File: src/design/rrts_pkg.sv
// shared types, sizes and codes for the round-robin thread scheduler
package rrts_pkg;

    localparam int MAX_THREADS = 8;
    localparam int MAX_SEMS    = 4;
    localparam int COUNT_W     = 16;
    localparam int SLOT_W      = 3;
    localparam int SEM_W       = 2;
    localparam int LINK_W      = SLOT_W + 1;
    localparam int CNT_W       = $clog2(MAX_THREADS + 1);
    localparam int AMOUNT_W    = 16;
    localparam int ACTION_W    = 3;
    localparam int RC_W        = 3;

    localparam logic [LINK_W-1:0] SLOT_NONE = LINK_W'(MAX_THREADS);

    // thread status
    localparam logic [1:0] ST_FREE  = 2'd0;
    localparam logic [1:0] ST_READY = 2'd1;
    localparam logic [1:0] ST_SLEEP = 2'd2;
    localparam logic [1:0] ST_BLOCK = 2'd3;

    // actions
    localparam logic [ACTION_W-1:0] ACT_CREATE  = 3'd0;
    localparam logic [ACTION_W-1:0] ACT_YIELD   = 3'd1;
    localparam logic [ACTION_W-1:0] ACT_SLEEP   = 3'd2;
    localparam logic [ACTION_W-1:0] ACT_TICK    = 3'd3;
    localparam logic [ACTION_W-1:0] ACT_DESTROY = 3'd4;
    localparam logic [ACTION_W-1:0] ACT_INIT    = 3'd5;
    localparam logic [ACTION_W-1:0] ACT_DOWN    = 3'd6;
    localparam logic [ACTION_W-1:0] ACT_UP      = 3'd7;

    // result codes
    localparam logic [RC_W-1:0] RC_OK         = 3'd0;
    localparam logic [RC_W-1:0] RC_ALONE      = 3'd1;
    localparam logic [RC_W-1:0] RC_LOST       = 3'd2;
    localparam logic [RC_W-1:0] RC_NONE_READY = 3'd3;
    localparam logic [RC_W-1:0] RC_BAD        = 3'd4;

    // datapath operations
    localparam int OP_W = 5;
    localparam logic [OP_W-1:0] OP_NONE          = 5'd0;
    localparam logic [OP_W-1:0] OP_LOAD          = 5'd1;
    localparam logic [OP_W-1:0] OP_RC_BAD        = 5'd2;
    localparam logic [OP_W-1:0] OP_CREATE_START  = 5'd3;
    localparam logic [OP_W-1:0] OP_CWALK_STEP    = 5'd4;
    localparam logic [OP_W-1:0] OP_CREATE_LINK   = 5'd5;
    localparam logic [OP_W-1:0] OP_SLEEP_SET     = 5'd6;
    localparam logic [OP_W-1:0] OP_TICK          = 5'd7;
    localparam logic [OP_W-1:0] OP_DESTROY_RELINK = 5'd8;
    localparam logic [OP_W-1:0] OP_SEM_INIT      = 5'd9;
    localparam logic [OP_W-1:0] OP_SEM_DEC       = 5'd10;
    localparam logic [OP_W-1:0] OP_DOWN_HEAD     = 5'd11;
    localparam logic [OP_W-1:0] OP_DOWN_START    = 5'd12;
    localparam logic [OP_W-1:0] OP_DWALK_STEP    = 5'd13;
    localparam logic [OP_W-1:0] OP_DOWN_TAIL     = 5'd14;
    localparam logic [OP_W-1:0] OP_RC_LOST       = 5'd15;
    localparam logic [OP_W-1:0] OP_UP_WAKE       = 5'd16;
    localparam logic [OP_W-1:0] OP_UP_COUNT      = 5'd17;
    localparam logic [OP_W-1:0] OP_YIELD_ALONE   = 5'd18;
    localparam logic [OP_W-1:0] OP_YIELD_START   = 5'd19;
    localparam logic [OP_W-1:0] OP_YWALK_STEP    = 5'd20;
    localparam logic [OP_W-1:0] OP_YIELD_TAKE    = 5'd21;
    localparam logic [OP_W-1:0] OP_RC_NONE       = 5'd22;
    localparam logic [OP_W-1:0] OP_UHEAD_TAKE    = 5'd23;
    localparam logic [OP_W-1:0] OP_UWALK_START   = 5'd24;
    localparam logic [OP_W-1:0] OP_UWALK_STEP    = 5'd25;
    localparam logic [OP_W-1:0] OP_UWALK_FIX     = 5'd26;
    localparam logic [OP_W-1:0] OP_NEXT_SEM      = 5'd27;
    localparam logic [OP_W-1:0] OP_FREE_SLOT     = 5'd28;

    typedef struct packed {
        logic [ACTION_W-1:0] action;
        logic [SLOT_W-1:0]   thread_slot;
        logic [SEM_W-1:0]    sem_index;
        logic [AMOUNT_W-1:0] amount;
    } t_in_item;

    typedef struct packed {
        logic [RC_W-1:0]   result_code;
        logic [SLOT_W-1:0] running_slot;
        logic              switched;
    } t_out_item;

    typedef struct packed {
        logic [OP_W-1:0] op;
        logic            out_load;
    } t_dp_cmd;

    typedef struct packed {
        logic [ACTION_W-1:0] action;
        logic bad_create;
        logic bad_destroy;
        logic bad_sem;
        logic amount_nz;
        logic count_nz;
        logic cur_blocked;
        logic head_none;
        logic tgt_blocked;
        logic cwalk_stop;
        logic dwalk_stop;
        logic alone;
        logic ywalk_hit;
        logic ywalk_last;
        logic uhead_hit;
        logic uwalk_stop;
        logic uwalk_hit;
        logic k_last;
    } t_dp_status;

endpackage

File: src/design/round_robin_thread_scheduler.sv
// top level of the round-robin thread scheduler with counting semaphores
//
//   channel  | direction | payload     | handshake
//   ---------+-----------+-------------+---------------------------
//   in       | input     | t_in_item   | i_in_valid / o_in_stall
//   out      | output    | t_out_item  | o_out_valid / i_out_stall
//
// one item at a time, one result item per item; tick, sem init, up, a granted
// down and rejected items go from decode straight to the result; create walks
// the ring, yield and sleep walk it for a ready thread, a down that queues
// behind waiters walks the wait list first, destroy of a blocked slot walks them all
// reset puts slot 0 on the ring alone, ready and current
// the result register holds while stalled; the next item is taken meanwhile
module round_robin_thread_scheduler import rrts_pkg::*; (
    input  logic      i_clk,
    input  logic      i_rst_n,
    input  logic      i_in_valid,
    output logic      o_in_stall,
    input  t_in_item  i_in_item,
    output logic      o_out_valid,
    input  logic      i_out_stall,
    output t_out_item o_out_item
);

    // command and status between sequencer and datapath
    t_dp_cmd    dp_cmd;
    t_dp_status dp_status;

    // sequencer: decode, walk steps, result handshake
    rrts_ctrl u_ctrl (
        .i_clk       (i_clk),
        .i_rst_n     (i_rst_n),
        .i_in_valid  (i_in_valid),
        .o_in_stall  (o_in_stall),
        .o_out_valid (o_out_valid),
        .i_out_stall (i_out_stall),
        .i_status    (dp_status),
        .o_cmd       (dp_cmd)
    );

    // datapath: ring, wait lists, semaphore counts, result register
    rrts_dp u_dp (
        .i_clk      (i_clk),
        .i_rst_n    (i_rst_n),
        .i_item     (i_in_item),
        .i_cmd      (dp_cmd),
        .o_status   (dp_status),
        .o_out_item (o_out_item)
    );

endmodule

File: src/design/rrts_dp.sv
// scheduler datapath: thread ring, wait lists, semaphores and walk pointer
module rrts_dp import rrts_pkg::*; (
    input  logic       i_clk,
    input  logic       i_rst_n,
    input  t_in_item   i_item,
    input  t_dp_cmd    i_cmd,
    output t_dp_status o_status,
    output t_out_item  o_out_item
);

    logic [SLOT_W-1:0]  r_next  [MAX_THREADS];
    logic [1:0]         r_state [MAX_THREADS];
    logic [COUNT_W-1:0] r_sleep [MAX_THREADS];
    logic [LINK_W-1:0]  r_link  [MAX_THREADS];
    logic [COUNT_W-1:0] r_count [MAX_SEMS];
    logic [LINK_W-1:0]  r_head  [MAX_SEMS];
    logic [SLOT_W-1:0]  r_cur;

    t_in_item           r_item;
    t_out_item          r_out;
    logic [RC_W-1:0]    r_rc;
    logic [SLOT_W-1:0]  r_old;
    logic [LINK_W-1:0]  r_ptr;
    logic [CNT_W-1:0]   r_cnt;
    logic [SEM_W-1:0]   r_sem_k;

    logic [SLOT_W-1:0]  slot;
    logic [SEM_W-1:0]   sem;
    logic [SLOT_W-1:0]  pi;
    logic [SLOT_W-1:0]  head_i;
    logic               pred_found;
    logic [SLOT_W-1:0]  pred_idx;

    assign slot   = r_item.thread_slot;
    assign sem    = r_item.sem_index;
    assign pi     = r_ptr[SLOT_W-1:0];
    assign head_i = r_head[sem][SLOT_W-1:0];

    // ring predecessor of the slot being destroyed, lowest index first
    always_comb begin
        pred_found = 1'b0;
        pred_idx   = '0;
        for (int i = MAX_THREADS - 1; i >= 0; i--) begin
            if (SLOT_W'(i) != slot && r_state[i] != ST_FREE && r_next[i] == slot) begin
                pred_found = 1'b1;
                pred_idx   = SLOT_W'(i);
            end
        end
    end

    always_comb begin
        o_status.action      = r_item.action;
        o_status.bad_create  = r_state[slot] != ST_FREE;
        o_status.bad_destroy = slot == '0 || slot == r_cur || r_state[slot] == ST_FREE;
        o_status.bad_sem     = {1'b0, sem} >= (SEM_W + 1)'(MAX_SEMS);
        o_status.amount_nz   = r_item.amount != '0;
        o_status.count_nz    = r_count[sem] != '0;
        o_status.cur_blocked = r_state[r_cur] == ST_BLOCK;
        o_status.head_none   = r_head[sem] >= SLOT_NONE;
        o_status.tgt_blocked = r_state[slot] == ST_BLOCK;
        o_status.cwalk_stop  = r_cnt == CNT_W'(MAX_THREADS) || r_next[pi] == r_cur;
        o_status.dwalk_stop  = r_cnt == CNT_W'(MAX_THREADS) || r_link[pi] >= SLOT_NONE;
        o_status.alone       = r_next[r_cur] == r_cur;
        o_status.ywalk_hit   = r_state[r_next[pi]] == ST_READY;
        o_status.ywalk_last  = r_cnt == CNT_W'(MAX_THREADS - 1);
        o_status.uhead_hit   = r_head[r_sem_k] == {1'b0, slot};
        o_status.uwalk_stop  = r_cnt == CNT_W'(MAX_THREADS) || r_ptr >= SLOT_NONE;
        o_status.uwalk_hit   = r_link[pi] == {1'b0, slot};
        o_status.k_last      = r_sem_k == SEM_W'(MAX_SEMS - 1);
    end

    // scheduler state
    always_ff @(posedge i_clk) begin
        if (!i_rst_n) begin
            for (int i = 0; i < MAX_THREADS; i++) begin
                r_next[i]  <= SLOT_W'(i);
                r_state[i] <= (i == 0) ? ST_READY : ST_FREE;
                r_sleep[i] <= '0;
                r_link[i]  <= SLOT_NONE;
            end
            for (int k = 0; k < MAX_SEMS; k++) begin
                r_count[k] <= '0;
                r_head[k]  <= SLOT_NONE;
            end
            r_cur <= '0;
        end else begin
            unique case (i_cmd.op)
                OP_CREATE_LINK: begin
                    r_state[slot] <= ST_READY;
                    r_sleep[slot] <= '0;
                    r_link[slot]  <= SLOT_NONE;
                    r_next[slot]  <= r_cur;
                    r_next[pi]    <= slot;
                end
                OP_SLEEP_SET: begin
                    r_state[r_cur] <= ST_SLEEP;
                    r_sleep[r_cur] <= COUNT_W'(r_item.amount);
                end
                OP_TICK: begin
                    for (int i = 0; i < MAX_THREADS; i++) begin
                        if (r_state[i] == ST_SLEEP) begin
                            if (r_sleep[i] <= COUNT_W'(1)) begin
                                r_sleep[i] <= '0;
                                r_state[i] <= ST_READY;
                            end else begin
                                r_sleep[i] <= r_sleep[i] - COUNT_W'(1);
                            end
                        end
                    end
                end
                OP_DESTROY_RELINK: begin
                    if (pred_found) begin
                        r_next[pred_idx] <= r_next[slot];
                    end
                end
                OP_SEM_INIT: begin
                    r_count[sem] <= COUNT_W'(r_item.amount);
                    r_head[sem]  <= SLOT_NONE;
                end
                OP_SEM_DEC: begin
                    r_count[sem] <= r_count[sem] - COUNT_W'(1);
                end
                OP_DOWN_HEAD: begin
                    r_link[r_cur]  <= SLOT_NONE;
                    r_head[sem]    <= {1'b0, r_cur};
                    r_state[r_cur] <= ST_BLOCK;
                    r_sleep[r_cur] <= '0;
                end
                OP_DOWN_START: begin
                    r_link[r_cur] <= SLOT_NONE;
                end
                OP_DOWN_TAIL: begin
                    r_link[pi]     <= {1'b0, r_cur};
                    r_state[r_cur] <= ST_BLOCK;
                    r_sleep[r_cur] <= '0;
                end
                OP_UP_WAKE: begin
                    r_head[sem]     <= r_link[head_i];
                    r_link[head_i]  <= SLOT_NONE;
                    r_state[head_i] <= ST_READY;
                end
                OP_UP_COUNT: begin
                    r_count[sem] <= COUNT_W'(1);
                end
                OP_YIELD_TAKE: begin
                    r_cur <= r_next[pi];
                end
                OP_UHEAD_TAKE: begin
                    r_head[r_sem_k] <= r_link[slot];
                end
                OP_UWALK_FIX: begin
                    r_link[pi] <= r_link[slot];
                end
                OP_FREE_SLOT: begin
                    r_state[slot] <= ST_FREE;
                    r_next[slot]  <= slot;
                    r_sleep[slot] <= '0;
                    r_link[slot]  <= SLOT_NONE;
                end
                default: begin
                end
            endcase
        end
    end

    // item, walk pointer, counters and result
    always_ff @(posedge i_clk) begin
        if (i_cmd.out_load) begin
            r_out.result_code  <= r_rc;
            r_out.running_slot <= r_cur;
            r_out.switched     <= r_cur != r_old;
        end
        unique case (i_cmd.op)
            OP_LOAD: begin
                r_item <= i_item;
                r_rc   <= RC_OK;
                r_old  <= r_cur;
            end
            OP_RC_BAD:      r_rc <= RC_BAD;
            OP_RC_LOST:     r_rc <= RC_LOST;
            OP_RC_NONE:     r_rc <= RC_NONE_READY;
            OP_YIELD_ALONE: r_rc <= RC_ALONE;
            OP_CREATE_START, OP_YIELD_START: begin
                r_ptr <= {1'b0, r_cur};
                r_cnt <= '0;
            end
            OP_CWALK_STEP, OP_YWALK_STEP: begin
                r_ptr <= {1'b0, r_next[pi]};
                r_cnt <= r_cnt + CNT_W'(1);
            end
            OP_DOWN_START: begin
                r_ptr <= r_head[sem];
                r_cnt <= '0;
            end
            OP_DWALK_STEP, OP_UWALK_STEP: begin
                r_ptr <= r_link[pi];
                r_cnt <= r_cnt + CNT_W'(1);
            end
            OP_DESTROY_RELINK: r_sem_k <= '0;
            OP_UWALK_START: begin
                r_ptr <= r_head[r_sem_k];
                r_cnt <= '0;
            end
            OP_UHEAD_TAKE, OP_UWALK_FIX, OP_NEXT_SEM: begin
                r_sem_k <= r_sem_k + SEM_W'(1);
            end
            default: begin
            end
        endcase
    end

    assign o_out_item = r_out;

endmodule

File: src/design/rrts_ctrl.sv
// scheduler sequencer: decodes each item and steps the datapath walks
module rrts_ctrl import rrts_pkg::*; (
    input  logic       i_clk,
    input  logic       i_rst_n,
    input  logic       i_in_valid,
    output logic       o_in_stall,
    output logic       o_out_valid,
    input  logic       i_out_stall,
    input  t_dp_status i_status,
    output t_dp_cmd    o_cmd
);

    localparam logic [3:0] S_IDLE   = 4'd0;
    localparam logic [3:0] S_DECODE = 4'd1;
    localparam logic [3:0] S_CWALK  = 4'd2;
    localparam logic [3:0] S_DWALK  = 4'd3;
    localparam logic [3:0] S_YSTART = 4'd4;
    localparam logic [3:0] S_YWALK  = 4'd5;
    localparam logic [3:0] S_UHEAD  = 4'd6;
    localparam logic [3:0] S_UWALK  = 4'd7;
    localparam logic [3:0] S_FREE   = 4'd8;
    localparam logic [3:0] S_DONE   = 4'd9;

    logic [3:0] r_fsm, n_fsm;
    logic       r_out_valid, n_out_valid;
    logic       out_free;

    assign out_free    = !r_out_valid || !i_out_stall;
    assign o_in_stall  = r_fsm != S_IDLE;
    assign o_out_valid = r_out_valid;

    always_comb begin
        n_fsm        = r_fsm;
        o_cmd.op     = OP_NONE;
        o_cmd.out_load = 1'b0;
        unique case (r_fsm)
            S_IDLE: begin
                if (i_in_valid) begin
                    o_cmd.op = OP_LOAD;
                    n_fsm    = S_DECODE;
                end
            end
            S_DECODE: begin
                n_fsm = S_DONE;
                unique case (i_status.action)
                    ACT_CREATE: begin
                        if (i_status.bad_create) begin
                            o_cmd.op = OP_RC_BAD;
                        end else begin
                            o_cmd.op = OP_CREATE_START;
                            n_fsm    = S_CWALK;
                        end
                    end
                    ACT_YIELD: n_fsm = S_YSTART;
                    ACT_SLEEP: begin
                        if (i_status.amount_nz) o_cmd.op = OP_SLEEP_SET;
                        n_fsm = S_YSTART;
                    end
                    ACT_TICK: o_cmd.op = OP_TICK;
                    ACT_DESTROY: begin
                        if (i_status.bad_destroy) begin
                            o_cmd.op = OP_RC_BAD;
                        end else begin
                            o_cmd.op = OP_DESTROY_RELINK;
                            n_fsm    = i_status.tgt_blocked ? S_UHEAD : S_FREE;
                        end
                    end
                    ACT_INIT: o_cmd.op = i_status.bad_sem ? OP_RC_BAD : OP_SEM_INIT;
                    ACT_DOWN: begin
                        if (i_status.bad_sem) begin
                            o_cmd.op = OP_RC_BAD;
                        end else if (i_status.count_nz) begin
                            o_cmd.op = OP_SEM_DEC;
                        end else if (i_status.cur_blocked) begin
                            n_fsm = S_YSTART;
                        end else if (i_status.head_none) begin
                            o_cmd.op = OP_DOWN_HEAD;
                            n_fsm    = S_YSTART;
                        end else begin
                            o_cmd.op = OP_DOWN_START;
                            n_fsm    = S_DWALK;
                        end
                    end
                    ACT_UP: begin
                        if (i_status.bad_sem)        o_cmd.op = OP_RC_BAD;
                        else if (i_status.count_nz)  o_cmd.op = OP_RC_LOST;
                        else if (i_status.head_none) o_cmd.op = OP_UP_COUNT;
                        else                         o_cmd.op = OP_UP_WAKE;
                    end
                    default: n_fsm = S_DONE;
                endcase
            end
            S_CWALK: begin
                if (i_status.cwalk_stop) begin
                    o_cmd.op = OP_CREATE_LINK;
                    n_fsm    = S_DONE;
                end else begin
                    o_cmd.op = OP_CWALK_STEP;
                end
            end
            S_DWALK: begin
                if (i_status.dwalk_stop) begin
                    o_cmd.op = OP_DOWN_TAIL;
                    n_fsm    = S_YSTART;
                end else begin
                    o_cmd.op = OP_DWALK_STEP;
                end
            end
            S_YSTART: begin
                if (i_status.alone) begin
                    o_cmd.op = OP_YIELD_ALONE;
                    n_fsm    = S_DONE;
                end else begin
                    o_cmd.op = OP_YIELD_START;
                    n_fsm    = S_YWALK;
                end
            end
            S_YWALK: begin
                if (i_status.ywalk_hit) begin
                    o_cmd.op = OP_YIELD_TAKE;
                    n_fsm    = S_DONE;
                end else if (i_status.ywalk_last) begin
                    o_cmd.op = OP_RC_NONE;
                    n_fsm    = S_DONE;
                end else begin
                    o_cmd.op = OP_YWALK_STEP;
                end
            end
            S_UHEAD: begin
                if (i_status.uhead_hit) begin
                    o_cmd.op = OP_UHEAD_TAKE;
                    if (i_status.k_last) n_fsm = S_FREE;
                end else begin
                    o_cmd.op = OP_UWALK_START;
                    n_fsm    = S_UWALK;
                end
            end
            S_UWALK: begin
                if (i_status.uwalk_stop || i_status.uwalk_hit) begin
                    o_cmd.op = i_status.uwalk_stop ? OP_NEXT_SEM : OP_UWALK_FIX;
                    n_fsm    = i_status.k_last ? S_FREE : S_UHEAD;
                end else begin
                    o_cmd.op = OP_UWALK_STEP;
                end
            end
            S_FREE: begin
                o_cmd.op = OP_FREE_SLOT;
                n_fsm    = S_DONE;
            end
            S_DONE: begin
                if (out_free) begin
                    o_cmd.out_load = 1'b1;
                    n_fsm          = S_IDLE;
                end
            end
            default: n_fsm = S_IDLE;
        endcase
    end

    always_comb begin
        n_out_valid = r_out_valid;
        if (o_cmd.out_load)    n_out_valid = 1'b1;
        else if (!i_out_stall) n_out_valid = 1'b0;
    end

    always_ff @(posedge i_clk) begin
        if (!i_rst_n) begin
            r_fsm       <= S_IDLE;
            r_out_valid <= 1'b0;
        end else begin
            r_fsm       <= n_fsm;
            r_out_valid <= n_out_valid;
        end
    end

endmodule

File: config.mk
export PLATFORM = sky130hd
export DESIGN_NAME = round_robin_thread_scheduler
export DESIGN_NICKNAME = d
export VERILOG_FILES = /design/src/design/rrts_pkg.sv /design/src/design/round_robin_thread_scheduler.sv /design/src/design/rrts_dp.sv /design/src/design/rrts_ctrl.sv
export SDC_FILE = /design/constraint.sdc
export NUM_CORES = 1
export LEC_CHECK = 0
export BUFFER_PORTS_ARGS = -buffer_cell sky130_fd_sc_hd__buf_2
export CELL_PAD_IN_SITES_DETAIL_PLACEMENT = 1
export CELL_PAD_IN_SITES_GLOBAL_PLACEMENT = 1
export CORE_ASPECT_RATIO = 0.9
export CORE_MARGIN = 2
export CORE_UTILIZATION = 40
export DETAILED_ROUTE_END_ITERATION = 8
export GPL_ROUTABILITY_DRIVEN = 0
export PLACE_DENSITY = 0.72
export SYNTH_ARGS = -nofsm -noshare
export SYNTH_HDL_FRONTEND = slang
export SYNTH_SLANG_ARGS = --single-unit
File: constraint.sdc
create_clock -name i_clk -period 7.4 [get_ports i_clk]
set_input_delay 0.74 -clock i_clk [delete_from_list [all_inputs] [get_ports i_clk]]
set_output_delay 0.74 -clock i_clk [all_outputs]
set_load 0.05 [all_outputs]
==> flow_summary.toml, run 1 <==
[floorplan]
placement_rows = 79
die_h_um = 221.9
die_w_um = 246.1
coreArea_mm2 = 0.05189
ios = 37
die_area_mm2 = 0.05459
start_util_pct = 40.65

[power_and_ir_drop]
clock_power_share_pct = 26.6
ir_drop_mv = 0.2325
p_per_area_mw_per_mm2 = 317.6
leakage_uw = 0.007468
seq_power_share_pct = 37.9
power.internal_uw = 4490
p_comb_share_pct = 35.5
p_sw_uw = 2855
switching_share_pct = 38.87

[finish]
layout-drive-gt1-share_pct = 13.88
fillers = 5580
final_common_cell = "edfxtp_1"
syn_to_final_growth_pct = 9.615
final_nets = 1943
final_cell_mix = "edfxtp_1, nor2_1, o22ai_1, nand2_1, xnor2_1"
diodes = 0
design_area_mm2 = 0.02312

[sta]
drv_slew = 0
slew-limit-headroom_pct = 14.72
final.min_clock_period_ns = 6.428
tightest_slew_ns = 1.279
max_freq_mhz = 155.6
finalSetupTns_ns = 0
period_share_pct = 86.87
skew_ns = 0.02387
rsz0062_at_grt = "no"
final-hold-violation-count = 0
setup_viol = 0

[routing]
drt_iter0_markers = 1599
vias = 16540
ant_nets = 0
drt-total-wl_um = 67940
drc = 0
wl_per_cell_um = 26.01
first_pass_iters = 5
viasPerCell = 6.333

[synth]
synth_cells = 1890
synth_edf_count = 327
netlist_area_mm2 = 0.02109
ys_warn_count = 0
async_reset_ff_share_pct = 0
synth_fp_nets = 1939
synth_top_cell_by_area = "edfxtp_1"
yosysTopAreaCellShare_pct = 46.55
synth_cell_types = 101
ys.flop_type = "edfxtp_1"
synth_top_cells_by_area = "edfxtp_1, mux4_2, xnor2_1"
yosysSeqAreaShare_pct = 48.54
ys_ff_latch = 348
postSynthAreaPerCell_um2 = 11.16

[global_route]
grt_max_degree = 31
grt_pass1_wl_um = 104400
grt_pass1_vias = 16970
grtUsageTotal_pct = 24.89
grt-ovfl-total = 0
antenna_found_initial = 1

[clock_network]
post_cts_resized = 0
cts_root_buf = "clkbuf_16"
clk_path_buf_depth = 3
cts_sinks = 348
cts_tree = "built"
clock_latency_ns = 0.57
h-tree-depth = 2
cts_setup_buffers = 0
clk_pin_slew_worst_paths_ns = 0.06
cts_buffers = 40
ctsHoldBuffers = 0

[min_path]
hold_path_class = "in2reg"
hold_depth = 1

[worst_setup_path]
worstPathArrival_ns = 6.52
required_ns = 7.49
crit_fanout = 17
r2r_end = "u_dp.r_sleep[6][12]"
rr_worst_depth = 11
path_class = "reg2reg"
endpoint_kind = "flop"
start_kind = "flop"
endpoint = "u_dp.r_sleep[6][12]"
rrSetupSlack_ns = 0.97

[place]
place_area_mm2 = 0.02187
dp_hpwl_um = 48820
numPortBuffers = 36

[outcome]
status = "finished, final reports clean"

[flow_run]
maxCapViolCount = 0
-- final cells by class --
class                      instances  area (µm²)  share of cell area, %
sequential                       348       10240                  44.29
tap                              688       860.8                  3.723
timing repair buffer              59       352.8                  1.526
clock inverter                    19       181.4                 0.7846
clock buffer                      53        1070                  4.627
inverter                          74       277.8                  1.201
multi-input combinational       1371       10140                  43.85
-- flip-flops by register name, indices dropped and copies added, names as in the netlist, 4 cells and up, named ones only --
register,cells
u_dp.r_ptr,4
u_dp.o_out_item,7
u_dp.r_link,32
u_dp.r_state,16
u_dp.r_item,16
u_dp.r_head,16
u_dp.r_next,24
u_dp.r_cnt,4
u_dp.r_sleep,128
u_ctrl.r_fsm,4
u_dp.r_count,64
-- worst max-delay path, cell delays in order (launching register included) --
cell and delay [ns]:
dfxtp_1 0.74, mux4_2 0.58, mux2i_1 0.75, nand2b_1 0.14
a311oi_1 0.44, nor4b_2 0.23, or4_1 0.78, nand2_1 0.15
a211o_1 0.47, o21a_1 0.31, nand2b_1 0.62, nand3_1 0.74
-- kinds of logic (layout without fill, tap and decap cells) --
logic type / count (synthesis) / after routing / synth area share, %
simple gates: 690 / 690 / 17.20
compound gates: 372 / 372 / 12.55
flops: 348 / 348 / 48.54
buf+inv: 171 / 205 / 3.494
xor+xnor: 155 / 155 / 6.436
mux: 133 / 133 / 10.53
fa+ha+maj: 21 / 21 / 1.246
-- how the worst min path moves through the flow --
stage | startpoint | end | slack [ns]
after global placement | u_dp.r_rc[0] | u_dp.o_out_item[4] | 0.50
after floorplan | u_dp.r_rc[0] | u_dp.o_out_item[4] | 0.40
after global routing | i_in_item[21] | u_dp.o_status[17] | 0.33
after detailed placement | u_dp.r_rc[0] | u_dp.o_out_item[4] | 0.51
after CTS | i_in_item[23] | u_dp.o_status[19] | 0.32
final | i_in_item[23] | u_dp.o_status[19] | 0.35
-- power by group through the flow --
stage	sequential (µW)	combinational, µW	clock (µW)
after CTS	2780	2570	1990
after detailed placement	2820	2550	0
after floorplan	2580	2020	0
after global placement	2800	2470	0
final	2780	2610	1950
after global routing	2820	2790	2050
-- through the flow --
step	util [%]	instances	setup slack, ns	power [µW]	hold WS, ns
2_1_floorplan	-	1890	1.841	4603	0.4003
3_3_place_gp	42.15	2540	1.328	5275	0.5028
3_5_place_dp	42.15	2540	1.113	5365	0.5068
4_1_cts	44.56	2612	1.082	7333	0.3211
5_1_grt	44.56	2612	0.5289	7657	0.3251
6_report	44.56	2612	0.9716	7344	0.3476
-- per-layer routing --
layer	global-route usage (%)	up-vias	routed length, µm	share of wire, %
met1	35.33	8480	29830	44
met3	3.462	123	4413	6.5
met5	0	-	18	0.026
li1	-	7295	-	-
met4	7.937	2	1938	2.9
met2	39.26	641	31740	47
-- synthesized netlist by cell type, drive strengths merged (9+ instances only) --
| cell type | number |
|---|---|
| or3 | 18 |
| a21o | 12 |
| xnor2 | 100 |
| nor3 | 75 |
| a21oi | 46 |
| o21a | 9 |
| ha | 21 |
| nor3b | 9 |
| mux2i | 37 |
| and2 | 12 |
| edfxtp | 327 |
| a211oi | 10 |
| nand4 | 25 |
| nor4 | 50 |
| o22ai | 140 |
| o21ai | 28 |
| nand2b | 28 |
| nor2b | 23 |
| or2 | 14 |
| nand3 | 50 |
| nand2 | 127 |
| mux4 | 68 |
| o211ai | 13 |
| mux2 | 28 |
| or4 | 17 |
| a22o | 11 |
| a22oi | 10 |
| o221ai | 12 |
| o31ai | 12 |
| xor2 | 55 |
| buf | 44 |
| inv | 73 |
| clkbuf | 53 |
| nand3b | 10 |
| dfxtp | 21 |
| nor2 | 203 |
Power figures use the tool's default switching activity.
==> inputs of run 2 (changes only) <==
--- a/config.mk
+++ b/config.mk
@@ -10,10 +10,11 @@
 export CELL_PAD_IN_SITES_GLOBAL_PLACEMENT = 1
 export CORE_ASPECT_RATIO = 0.9
 export CORE_MARGIN = 2
-export CORE_UTILIZATION = 40
+export CORE_UTILIZATION = 50
 export DETAILED_ROUTE_END_ITERATION = 8
 export GPL_ROUTABILITY_DRIVEN = 0
-export PLACE_DENSITY = 0.72
+export PLACE_DENSITY = 0.85
+export SLEW_MARGIN = 20
 export SYNTH_ARGS = -nofsm -noshare
 export SYNTH_HDL_FRONTEND = slang
 export SYNTH_SLANG_ARGS = --single-unit
==> run 2 against run 1 <==
- non-clock buffer count decreased by 4
- utilization rose by 11 points
- critical endpoint is now u_dp.r_count[1][8]
- maximum frequency decreased by 4.2%
- hold slack got worse by 0.041 ns
- final cell count is 5.6% lower
- clock skew up 0.024 ns
- register-to-register slack worse by 0.28 ns
- sequential share of layout area increased by 0.19 points
- final area down 0.42%
- count of clock-buffer cells in the layout increased by 1
==> flow_summary.toml, run 2 (synthesis results as in run 1) <==
[outcome]
status = "finished, final reports clean"

[worst_setup_path]
start_kind = "flop"
path_class = "reg2reg"
r2r_end = "u_dp.r_count[1][8]"
slowest_delay_ns = 0.87
crit_fanout = 17
crit_path_cell_trace = "mux4_2 > mux2i_1 > nand2b_1 > a311oi_1 > nor4b_2 > nor4_4 > nand2_1 > a21oi_1 > o21ai_0 > nand2b_1 > nand2_1"
worstPathArrival_ns = 6.95
rr_worst_depth = 11
rrSetupSlack_ns = 0.69
required_ns = 7.64
critPathSlowestCell = "nor4_4"
endpoint_kind = "flop"

[routing]
ant_nets = 0
drt-total-wl_um = 68850
first_pass_iters = 5
wl_per_cell_um = 27.93
topRoutingLayerUsed = "met4"
wl_met2_um = 33550
drc = 0
vias = 17070
drt_iter0_markers = 1845
wl_met1_um = 27210
wl_met3_um = 5467
viasPerCell = 6.923

[floorplan]
die_w_um = 220.5
placement_rows = 71
start_util_pct = 50.52
ios = 37
coreArea_mm2 = 0.04175
die_h_um = 198.9
die_area_mm2 = 0.04385

[sta]
slew-limit-headroom_pct = 27.38
hold_ws_ns = 0.3068
final-hold-violation-count = 0
drv_slew = 0
setup_viol = 0
tightest_slew_ns = 1.088
period_share_pct = 90.65
skew_ns = 0.04774
rsz0062_at_grt = "no"
finalSetupTns_ns = 0
final.min_clock_period_ns = 6.708
max_freq_mhz = 149.1
fin_ws_ns = 0.6922

[global_route]
grt-ovfl-total = 0
antenna_found_initial = 0
grt_max_degree = 47
grt_pass1_wl_um = 105100
grtUsageTotal_pct = 31.61
grt_pass1_vias = 17690

[finish]
finish.utilization_pct = 55.15
final_nets = 1938
top_register = "u_dp.r_sleep"
largest_register_ff_count = 128
final_common_cell = "edfxtp_1"
design_area_mm2 = 0.02303
syn_to_final_growth_pct = 9.158
final_cell_mix = "edfxtp_1, nor2_1, o22ai_1, nand2_1, xnor2_1"
reg.largest.list = "u_dp.r_sleep x128, u_dp.r_count x64, u_dp.r_link x32"
diodes = 0
fillers = 4402
layout-drive-gt1-share_pct = 14.08

[clock_network]
clk_path_buf_depth = 3
cts_buffers = 39
h-tree-depth = 2
cts_root_buf = "clkbuf_16"
cts_setup_buffers = 0
cts_tree = "built"
cts_sinks = 348
clk_pin_slew_worst_paths_ns = 0.06
post_cts_resized = 0
ctsHoldBuffers = 0
clock_latency_ns = 0.61

[power_and_ir_drop]
ir_drop_mv = 0.2471
p_per_area_mw_per_mm2 = 326.5
leakage_uw = 0.007507

[place]
numPortBuffers = 36
post-place-ws_ns = 0.8162
dp_hpwl_um = 47780
place_area_mm2 = 0.02166

[min_path]
hold_path_class = "in2reg"
hold_depth = 1
min_from = "i_in_item[8]"
hold_end = "u_dp.r_item[8]"

[flow_run]
maxCapViolCount = 0
run 2: layout make-up:
type | count | area, µm² | share of cell area [%]
Sequential cell | 348 | 10240 | 44.48
Clock buffer | 54 | 1082 | 4.700
Timing Repair Buffer | 55 | 322.8 | 1.402
Inverter | 74 | 277.8 | 1.206
Multi-Input combinational cell | 1371 | 10140 | 44.04
Tap cell | 547 | 684.4 | 2.972
Clock inverter | 16 | 277.8 | 1.206
run 2: worst max-delay path: cells and delay by family (launching register included):
kind	cells	cell delay, ns
multiplexers	2	1.32
AO/OA/AOI/OAI	3	1.30
AND/OR/NAND/NOR	6	2.92
flip-flops	1	0.81
run 2: how the worst max path moves through the flow:
stage	start	end	slack (ns)	cells past startpoint
5_1_grt	flop	u_dp.r_count[1][2]	0.25	14
2_1_floorplan	flop	u_dp.r_sleep[3][0]	1.84	14
3_5_place_dp	flop	u_dp.r_count[1][13]	0.82	14
4_1_cts	flop	u_dp.r_count[1][14]	0.74	12
6_report	flop	u_dp.r_count[1][8]	0.69	11
3_3_place_gp	flop	u_dp.r_count[1][12]	1.26	11
run 2: through the flow:
| stage | cells | power, µW |
|---|---|---|
| floorplan | 1890 | 4603 |
| global placement | 2395 | 5239 |
| detailed placement | 2395 | 5361 |
| CTS | 2465 | 7462 |
| global route | 2465 | 7771 |
| finish | 2465 | 7517 |
run 2: power breakdown:
group          internal (µW)  switching (µW)
clock network           1220             868
logic                    916            1700
registers               2440             371
run 2: per-layer routing:
metal,vias up,GRT usage [%]
met5,-,0
li1,7283,-
met1,8686,40.97
met4,0,12.72
met2,891,52.25
met3,205,6.147
